`src/rtl/core/lscs_pkg.sv`:
```
// shared types and constants for the line sensor calibrate and steer block
`default_nettype none

package lscs_pkg;

    localparam int CMD_W    = 2;
    localparam int ACTION_W = 3;
    localparam int CAL_LEN_W = 12;
    localparam int NUM_CH   = 3;

    localparam logic [CAL_LEN_W-1:0] CAL_LEN_RESET = 12'd3100;

    localparam logic [CMD_W-1:0] CMD_SEED      = 2'd0;
    localparam logic [CMD_W-1:0] CMD_CALIBRATE = 2'd1;
    localparam logic [CMD_W-1:0] CMD_FOLLOW    = 2'd2;

    localparam logic [ACTION_W-1:0] ACT_HOLD       = 3'd0;
    localparam logic [ACTION_W-1:0] ACT_FORWARD    = 3'd1;
    localparam logic [ACTION_W-1:0] ACT_SPIN_RIGHT = 3'd2;
    localparam logic [ACTION_W-1:0] ACT_SPIN_LEFT  = 3'd3;
    localparam logic [ACTION_W-1:0] ACT_STOP       = 3'd4;

    localparam int CH_LEFT   = 0;
    localparam int CH_CENTER = 1;
    localparam int CH_RIGHT  = 2;

    typedef struct packed {
        logic [ACTION_W-1:0] action;
        logic                calibration_done;
    } t_result;

endpackage

`default_nettype wire

```
`src/rtl/core/lscs_if.sv`:
```
// item channel interfaces for the sensor input and the steering result
`default_nettype none

interface lscs_in_if #(
    parameter int SAMPLE_BITS = 10
);
    logic                   valid;
    logic                   ready;
    logic [1:0]             command;
    logic [SAMPLE_BITS-1:0] sample_left;
    logic [SAMPLE_BITS-1:0] sample_center;
    logic [SAMPLE_BITS-1:0] sample_right;

    modport source (
        output valid, command, sample_left, sample_center, sample_right,
        input  ready
    );
    modport sink (
        input  valid, command, sample_left, sample_center, sample_right,
        output ready
    );
endinterface

interface lscs_out_if;
    logic       valid;
    logic       ready;
    logic [2:0] action;
    logic       calibration_done;

    modport source (
        output valid, action, calibration_done,
        input  ready
    );
    modport sink (
        input  valid, action, calibration_done,
        output ready
    );
endinterface

`default_nettype wire

```
`src/rtl/core/line_sensor_calibrate_and_steer.sv`:
```
// top level: input register, calibration core and result register
// throughput: one item per cycle while the receiver takes results,
// set by the state update in the core
// with the input register empty, an item is still accepted while a result waits
// reset: synchronous active low, clears both stage valids, min/max to zero,
// thresholds to mid-scale, sample count and done flag, calibration length to 3100
`default_nettype none

module line_sensor_calibrate_and_steer
    import lscs_pkg::*;
#(
    parameter int SAMPLE_BITS = 10
) (
    input  wire logic                 i_clk,
    input  wire logic                 i_rst_n,
    input  wire logic                 i_cfg_we,
    input  wire logic [CAL_LEN_W-1:0] i_cfg_wdata,
    lscs_in_if.sink                   i_item,
    lscs_out_if.source                o_result
);

    logic [CAL_LEN_W-1:0]   r_cal_len;
    logic                   r_in_valid;
    logic [CMD_W-1:0]       r_command;
    logic [SAMPLE_BITS-1:0] r_left, r_center, r_right;
    logic                   r_out_valid;
    t_result                r_out;
    t_result                core_result;
    logic                   advance;
    logic                   fire;
    logic                   in_accept;

    assign advance   = !r_out_valid || o_result.ready;
    assign fire      = r_in_valid && advance;
    assign i_item.ready = !r_in_valid || advance;
    assign in_accept = i_item.valid && i_item.ready;

    always_ff @(posedge i_clk) begin
        if (!i_rst_n) begin
            r_cal_len <= CAL_LEN_RESET;
        end else if (i_cfg_we) begin
            r_cal_len <= i_cfg_wdata;
        end
    end

    // input stage
    always_ff @(posedge i_clk) begin
        if (!i_rst_n) begin
            r_in_valid <= 1'b0;
        end else if (i_item.ready) begin
            r_in_valid <= i_item.valid;
        end
    end

    always_ff @(posedge i_clk) begin
        if (in_accept) begin
            r_command <= i_item.command;
            r_left    <= i_item.sample_left;
            r_center  <= i_item.sample_center;
            r_right   <= i_item.sample_right;
        end
    end

    lscs_core #(
        .SAMPLE_BITS(SAMPLE_BITS)
    ) u_core (
        .i_clk     (i_clk),
        .i_rst_n   (i_rst_n),
        .i_fire    (fire),
        .i_cal_len (r_cal_len),
        .i_command (r_command),
        .i_left    (r_left),
        .i_center  (r_center),
        .i_right   (r_right),
        .o_result  (core_result)
    );

    // result stage
    always_ff @(posedge i_clk) begin
        if (!i_rst_n) begin
            r_out_valid <= 1'b0;
        end else if (advance) begin
            r_out_valid <= r_in_valid;
        end
    end

    always_ff @(posedge i_clk) begin
        if (fire) begin
            r_out <= core_result;
        end
    end

    assign o_result.valid            = r_out_valid;
    assign o_result.action           = r_out.action;
    assign o_result.calibration_done = r_out.calibration_done;

endmodule

`default_nettype wire

```
`src/rtl/core/lscs_core.sv`:
```
// calibration state, threshold update and steering decision for one item
`default_nettype none

module lscs_core
    import lscs_pkg::*;
#(
    parameter int SAMPLE_BITS = 10
) (
    input  wire logic                   i_clk,
    input  wire logic                   i_rst_n,
    input  wire logic                   i_fire,
    input  wire logic [CAL_LEN_W-1:0]   i_cal_len,
    input  wire logic [CMD_W-1:0]       i_command,
    input  wire logic [SAMPLE_BITS-1:0] i_left,
    input  wire logic [SAMPLE_BITS-1:0] i_center,
    input  wire logic [SAMPLE_BITS-1:0] i_right,
    output t_result                     o_result
);

    localparam logic [SAMPLE_BITS-1:0] MID_SCALE =
        SAMPLE_BITS'(1) << (SAMPLE_BITS - 1);

    logic [SAMPLE_BITS-1:0] r_min [NUM_CH];
    logic [SAMPLE_BITS-1:0] r_max [NUM_CH];
    logic [SAMPLE_BITS-1:0] r_thr [NUM_CH];
    logic [SAMPLE_BITS-1:0] n_min [NUM_CH];
    logic [SAMPLE_BITS-1:0] n_max [NUM_CH];
    logic [SAMPLE_BITS-1:0] n_thr [NUM_CH];
    logic [CAL_LEN_W-1:0]   r_count, n_count;
    logic                   r_done, n_done;
    logic [SAMPLE_BITS-1:0] rd [NUM_CH];

    assign rd[CH_LEFT]   = i_left;
    assign rd[CH_CENTER] = i_center;
    assign rd[CH_RIGHT]  = i_right;

    always_comb begin
        logic [SAMPLE_BITS-1:0] lo;
        logic [SAMPLE_BITS-1:0] hi;
        logic [SAMPLE_BITS:0]   sum;
        logic                   finish;
        n_min   = r_min;
        n_max   = r_max;
        n_thr   = r_thr;
        n_count = r_count;
        n_done  = r_done;
        finish  = 1'b0;
        lo      = '0;
        hi      = '0;
        sum     = '0;
        o_result.action = ACT_HOLD;
        unique case (i_command)
            CMD_SEED: begin
                n_min   = rd;
                n_max   = rd;
                n_count = '0;
                n_done  = 1'b0;
            end
            CMD_CALIBRATE: begin
                if (!r_done) begin
                    n_count = r_count + CAL_LEN_W'(1);
                    finish  = (n_count >= i_cal_len);
                    for (int i = 0; i < NUM_CH; i++) begin
                        lo  = (rd[i] < r_min[i]) ? rd[i] : r_min[i];
                        hi  = (rd[i] > r_max[i]) ? rd[i] : r_max[i];
                        sum = {1'b0, lo} + {1'b0, hi};
                        n_min[i] = lo;
                        n_max[i] = hi;
                        if (finish) begin
                            n_thr[i] = sum[SAMPLE_BITS:1];
                        end
                    end
                    if (finish) begin
                        n_done = 1'b1;
                        o_result.action = ACT_STOP;
                    end else begin
                        o_result.action = ACT_SPIN_RIGHT;
                    end
                end
            end
            CMD_FOLLOW: begin
                if (rd[CH_CENTER] > r_thr[CH_CENTER]) begin
                    o_result.action = ACT_FORWARD;
                end else if (rd[CH_RIGHT] > r_thr[CH_RIGHT]) begin
                    o_result.action = ACT_SPIN_RIGHT;
                end else if (rd[CH_LEFT] > r_thr[CH_LEFT]) begin
                    o_result.action = ACT_SPIN_LEFT;
                end
            end
            default: begin
                o_result.action = ACT_HOLD;
            end
        endcase
        o_result.calibration_done = n_done;
    end

    always_ff @(posedge i_clk) begin
        if (!i_rst_n) begin
            for (int i = 0; i < NUM_CH; i++) begin
                r_min[i] <= '0;
                r_max[i] <= '0;
                r_thr[i] <= MID_SCALE;
            end
            r_count <= '0;
            r_done  <= 1'b0;
        end else if (i_fire) begin
            r_min   <= n_min;
            r_max   <= n_max;
            r_thr   <= n_thr;
            r_count <= n_count;
            r_done  <= n_done;
        end
    end

endmodule

`default_nettype wire

```
`src/flat_wrapper.sv`:
```
// flat-port wrapper written by rule: the top's interface ports become plain ports
module line_sensor_calibrate_and_steer_flat import lscs_pkg::*;
#(
    parameter int SAMPLE_BITS = 10
)
  (i_clk, i_rst_n, i_cfg_we, i_cfg_wdata, i_item_valid, i_item_command, i_item_sample_left, i_item_sample_center, i_item_sample_right, i_item_ready, o_result_valid, o_result_action, o_result_calibration_done, o_result_ready);
  lscs_in_if #(.SAMPLE_BITS(SAMPLE_BITS)) i_item_i ();
  lscs_out_if o_result_i ();
  input  wire logic i_clk;
  input  wire logic i_rst_n;
  input  wire logic i_cfg_we;
  input  wire logic [CAL_LEN_W-1:0] i_cfg_wdata;
  input wire logic [$bits(i_item_i.valid)-1:0] i_item_valid;
  input wire logic [$bits(i_item_i.command)-1:0] i_item_command;
  input wire logic [$bits(i_item_i.sample_left)-1:0] i_item_sample_left;
  input wire logic [$bits(i_item_i.sample_center)-1:0] i_item_sample_center;
  input wire logic [$bits(i_item_i.sample_right)-1:0] i_item_sample_right;
  output wire logic [$bits(i_item_i.ready)-1:0] i_item_ready;
  output wire logic [$bits(o_result_i.valid)-1:0] o_result_valid;
  output wire logic [$bits(o_result_i.action)-1:0] o_result_action;
  output wire logic [$bits(o_result_i.calibration_done)-1:0] o_result_calibration_done;
  input wire logic [$bits(o_result_i.ready)-1:0] o_result_ready;
  assign i_item_i.valid = i_item_valid;
  assign i_item_i.command = i_item_command;
  assign i_item_i.sample_left = i_item_sample_left;
  assign i_item_i.sample_center = i_item_sample_center;
  assign i_item_i.sample_right = i_item_sample_right;
  assign i_item_ready = i_item_i.ready;
  assign o_result_valid = o_result_i.valid;
  assign o_result_action = o_result_i.action;
  assign o_result_calibration_done = o_result_i.calibration_done;
  assign o_result_i.ready = o_result_ready;
  line_sensor_calibrate_and_steer #(.SAMPLE_BITS(SAMPLE_BITS)) u_core (.i_clk(i_clk), .i_rst_n(i_rst_n), .i_cfg_we(i_cfg_we), .i_cfg_wdata(i_cfg_wdata), .i_item(i_item_i), .o_result(o_result_i));
endmodule
```
`config.mk`:
```
export PLATFORM = sky130hd
export DESIGN_NAME = line_sensor_calibrate_and_steer_flat
export DESIGN_NICKNAME = d
export VERILOG_FILES = /design/src/rtl/core/lscs_pkg.sv /design/src/rtl/core/lscs_if.sv /design/src/rtl/core/line_sensor_calibrate_and_steer.sv /design/src/rtl/core/lscs_core.sv /design/src/flat_wrapper.sv
export SDC_FILE = /design/constraint.sdc
export NUM_CORES = 1
export LEC_CHECK = 0
export BUFFER_PORTS_ARGS = -buffer_cell sky130_fd_sc_hd__buf_2
export CORE_MARGIN = 1
export CORE_UTILIZATION = 30
export DETAILED_ROUTE_END_ITERATION = 10
export PLACE_DENSITY = 0.48
export SLEW_MARGIN = 20
export SYNTH_ARGS = -nofsm -noshare
export SYNTH_HDL_FRONTEND = slang
export SYNTH_HIERARCHICAL = 1
export SYNTH_SLANG_ARGS = --single-unit
```
`constraint.sdc`:
```
create_clock -name i_clk -period 7.4 [get_ports i_clk]
set_input_delay 1.48 -clock i_clk [delete_from_list [all_inputs] [get_ports i_clk]]
set_output_delay 1.48 -clock i_clk [all_outputs]
set_load 0.01 [all_outputs]
```
==> results.md <==
- The run finished with clean final reports.
- The die covers roughly 0.034 mm².
- Leaving out fill and tap cells, the most frequent cells in the layout are 133 x sky130_fd_sc_hd__ha_1, 121 x sky130_fd_sc_hd__nand2_1, 117 x sky130_fd_sc_hd__dfxtp_1.
- The worst setup path is launched from a flop.
- Counting flops with a built-in enable in the synthesized netlist gives 36.
- For this run, asynchronously set or reset flops after synthesis account for 0.
- The hold violation count in the final report was 0.
- The worst setup path is of the flop to flop kind.
- The die boundary height is 185.1 µm.
- The number of buffers created by CTS is 17.
- The signal on the critical path passes through ha_1, nand4_1, a211oi_1, a2111oi_2, a31oi_1, buf_4, o21a_1, or2_2, fa_1, nor2b_1, o21ai_0, nand2b_1, a21o_1, a21o_1, a31oi_1, nor2b_1, o21ai_0, a32oi_1.
- The clock slew seen by the registers of the worst setup and hold paths is around 60 ps.
- The startpoint identified for the worst hold timing path is u_core/u_core/r_thr[25]$_SDFFE_PN0P_.
- The layout-stage area growth over the synthesis result is 13.73%.
- The DRC violation total after the first TritonRoute iteration is a little under 300.
- The number of placement rows is 66.
- The total number of vias is approximately 7600.
- For the worst setup path, the data arrival time is around 4600 ps.
- The core outline area is between 0.03 and 0.04 mm².
- Global routing finished with a remaining overflow of 0.
- The hold buffer count at cts is 0.
- Synthesis inferred between 150 and 200 register bits.
- The worst hold path belongs to the class flop to flop.
- The via count of the first global-routing pass is around 7700.
- The worst pin sits at a relative slew slack of 0.3238.
- For this run, the slowest stage of the critical path takes slightly below 600 ps.
- The first-pass iteration count of the detailed router is 6.
- The congestion estimate from routability-driven global placement came to ~0.8.
- The final worst hold slack is roughly 460 ps.
- Summed over all layers, the routed wires come to roughly 24000 µm.
- The all-layer global routing usage is 0.1488.
- The initial utilization of the core area, before any placement, comes to 0.3067.
- The net switching fraction of the power is 0.2749.
- The post-synthesis cell count is ~1100.
- In this run the post-CTS setup repair buffer count came out at 0.
- The dominant synthesized flop cell is sky130_fd_sc_hd__dfxtp_1.
- At the pin with the least slew margin, the transition time is around 1000 ps.
- After detailed routing, the number of remaining DRC violations is 0.
- The leading cell type in the layout, fill and taps excluded is sky130_fd_sc_hd__ha_1.
- TritonCTS built the clock tree.
- Setup repair after global routing left no endpoint under its margin.
- Summed over all nets, the switching power comes to approximately 600 µW.
- The mean instance size in the synthesized netlist is about 9 µm².
- The number of antenna violations at the first check in global routing is 0.
- In this run the worst path has a maximum fanout of 12.
- Counting along the longest clock path gives a buffer depth of 2.
- The design draws between 2000 and 2500 µW.
- 0 antenna diodes ended up in the layout.
- Pin placement for this block handled 55 I/O pins.
- The number of I/O port buffers is 54.
- Once detail routing completed, the nets flagged for antenna violations numbered 0.
- Max-cap violations in this run came to 0.
- The part of the total power dissipated in combinational logic is 0.166.
- The share of the Yosys chip area taken by registers is 0.3405.
- The later pin in the worst-skew pair is clocked with a latency of roughly 440 ps.
- The total nets after synthesis is around 1300.
- The post-detailed-route via-to-cell ratio is around 4.6.
- The most critical setup path has its startpoint at u_core/r_right[8]$_DFFE_PP_.
- The clock network power share is 0.416.
- Entering global routing, the biggest net connects 64 pins.
- In this run the power density over the cells is ~190 mW/mm².
- The number of slew-limit violations in the final report is 0.
- The library cell contributing the largest single delay on the critical path is sky130_fd_sc_hd__a31oi_1.
- The die boundary width is between 150 and 200 µm.
- Yosys printed 6 warnings.
- The shortest period the worst path allows is approximately 4300 ps.
- The clock tree synthesis step divided the H-tree into 4 levels.
- Once the clock tree was built, the resizer swapped 0 gates to a different size.
- The clock skew after layout is between 15 and 20 ps.
- The count of different cell masters after synthesis is between 50 and 60.
- Derived from the worst setup path, the maximum achievable clock frequency is ~0.23 GHz.
- In the finished design, the share of the clock period the worst path needs comes to 0.5801.
- The ratio of cells with drive above 1 in the final layout is 0.08954.
- The combined area of all synthesized cells is around 0.01 mm².
- Cell internal power was estimated by the tool at ~1600 µW.
- The worst endpoint required time is around 7700 ps.
- The buffer type at the clock tree root is sky130_fd_sc_hd__clkbuf_16.
- The final net count is between 1000 and 1500.
- STA classifies the critical path endpoint as a flop.
- The worst register-to-register path begins at u_core/r_right[8]$_DFFE_PP_.
- The number of endpoints failing setup at the final stage is 0.
- The detailed-route wire length per cell is between 10 and 15 µm.
- VDD sags by at most between 0.00015 and 0.0002 V.
- The first global-routing pass estimated 39850 µm of wire.
- In the final timing run, aggregate negative setup slack is 0 ps.
- The static leakage power is between 0.004 and 0.005 µW.
- The sequential cell fraction of total power is 0.417.
- The clock net sink count is 153.
- The wire-length estimate of the detail-placed layout is 17980 µm.
layer usage:
layer,vias up,GRT usage,wire length [µm]
li1,4052,-,-
met1,3472,0.1914,11930
met2,73,0.2520,11060
met3,11,0.02930,590
met4,0,0.03934,292
met5,-,0,0
final timing paths:
kind | endpoint | slack (ps) | cells after the start
worst max-delay path | u_core/u_core/r_thr[9]$_SDFFE_PN1P_ | 3110 | 18
worst min-delay path | u_core/u_core/r_thr[25]$_SDFFE_PN0P_ | 460 | 2
worst max register to register | u_core/u_core/r_thr[9]$_SDFFE_PN1P_ | 3110 | 18
worst min register to register | u_core/u_core/r_thr[25]$_SDFFE_PN0P_ | 460 | 2
synth_stat cells (all sizes together) (7+ instances only):
library cell | instances | area share
dfxtp | 117 | 0.23
nand4 | 13 | 0.0081
a21o | 26 | 0.019
nand2 | 121 | 0.045
o21ai | 100 | 0.050
a21oi | 48 | 0.024
xnor2 | 11 | 0.0096
nor3 | 12 | 0.0065
inv | 115 | 0.043
and2 | 7 | 0.0044
nor2b | 92 | 0.057
xor2 | 20 | 0.017
nand3 | 16 | 0.0080
clkbuf | 25 | 0.0093
o21a | 11 | 0.0082
and3 | 10 | 0.0062
mux2i | 70 | 0.070
a22oi | 9 | 0.0067
a21boi | 17 | 0.013
ha | 133 | 0.17
edfxtp | 36 | 0.11
nor2 | 29 | 0.011
buf | 13 | 0.0076
a211oi | 8 | 0.0060
nand2b | 13 | 0.0081
o22ai | 11 | 0.0068
kinds of logic (layout without fill, tap and decap cells):
kind of cell,Yosys count,count (layout),share of synthesized area
fa+ha+maj,136,136,0.1715
mux,70,70,0.06969
flops,153,153,0.3405
xor+xnor,31,31,0.02701
buf+inv,153,211,0.05986
compound gates,266,266,0.1649
simple gates,328,328,0.1665
cell type report:
| cell class | count | area (µm²) |
|---|---|---|
| Inverter | 115 | 431.7 |
| Timing Repair Buffer | 65 | 352.8 |
| Clock inverter | 6 | 45.04 |
| Tap cell | 442 | 553.0 |
| Sequential cell | 153 | 3423 |
| Fill cell | 3432 | 21350 |
| Multi-Input combinational cell | 831 | 6046 |
| Clock buffer | 25 | 581.8 |
through the flow:
stage | worst slack (ps) | area [µm²] | utilization | std cells
final | 3107 | 11430 | 0.3488 | 1637
after global routing | 2645 | 11430 | 0.3488 | 1637
after detailed placement | 2877 | 10800 | 0.3296 | 1606
after floorplan | 3627 | 10050 | - | 1137
after CTS | 2953 | 11430 | 0.3487 | 1637
after global placement | 2965 | 10800 | 0.3296 | 1606
power by group through the flow:
stage          sequential, µW  combinational (µW)  clock, µW
2_1_floorplan             921                 275          0
3_3_place_gp              932                 366          0
3_5_place_dp              933                 367          0
4_1_cts                   914                 369        942
5_1_grt                   918                 419        982
6_report                  914                 365        912
registers in the layout, indices dropped and copies added, names as in the netlist:
| signal | cells |
|---|---|
| u_core/u_core/r_count | 12 |
| u_core/o_result.calibration_done | 1 |
| u_core/r_cal_len | 12 |
| u_core/o_result.valid | 1 |
| u_core/r_in_valid | 1 |
| u_core/r_command | 2 |
| u_core/u_core/r_max | 30 |
| u_core/r_right | 10 |
| u_core/r_left | 10 |
| u_core/o_result.action | 3 |
| u_core/u_core/r_thr | 30 |
| u_core/r_center | 10 |
| u_core/u_core/r_min | 30 |
| u_core/u_core/r_done | 1 |
critical path, delay by kind of cell (launching register included):
| family | cells | cell delay (ps) |
|---|---|---|
| AOI/OAI and AO/OA | 10 | 2250 |
| adders and majority gates | 2 | 560 |
| and+or+nand+nor | 5 | 540 |
| DFF | 1 | 520 |
| buffers and inverters | 1 | 300 |
Power figures use the tool's default switching activity.
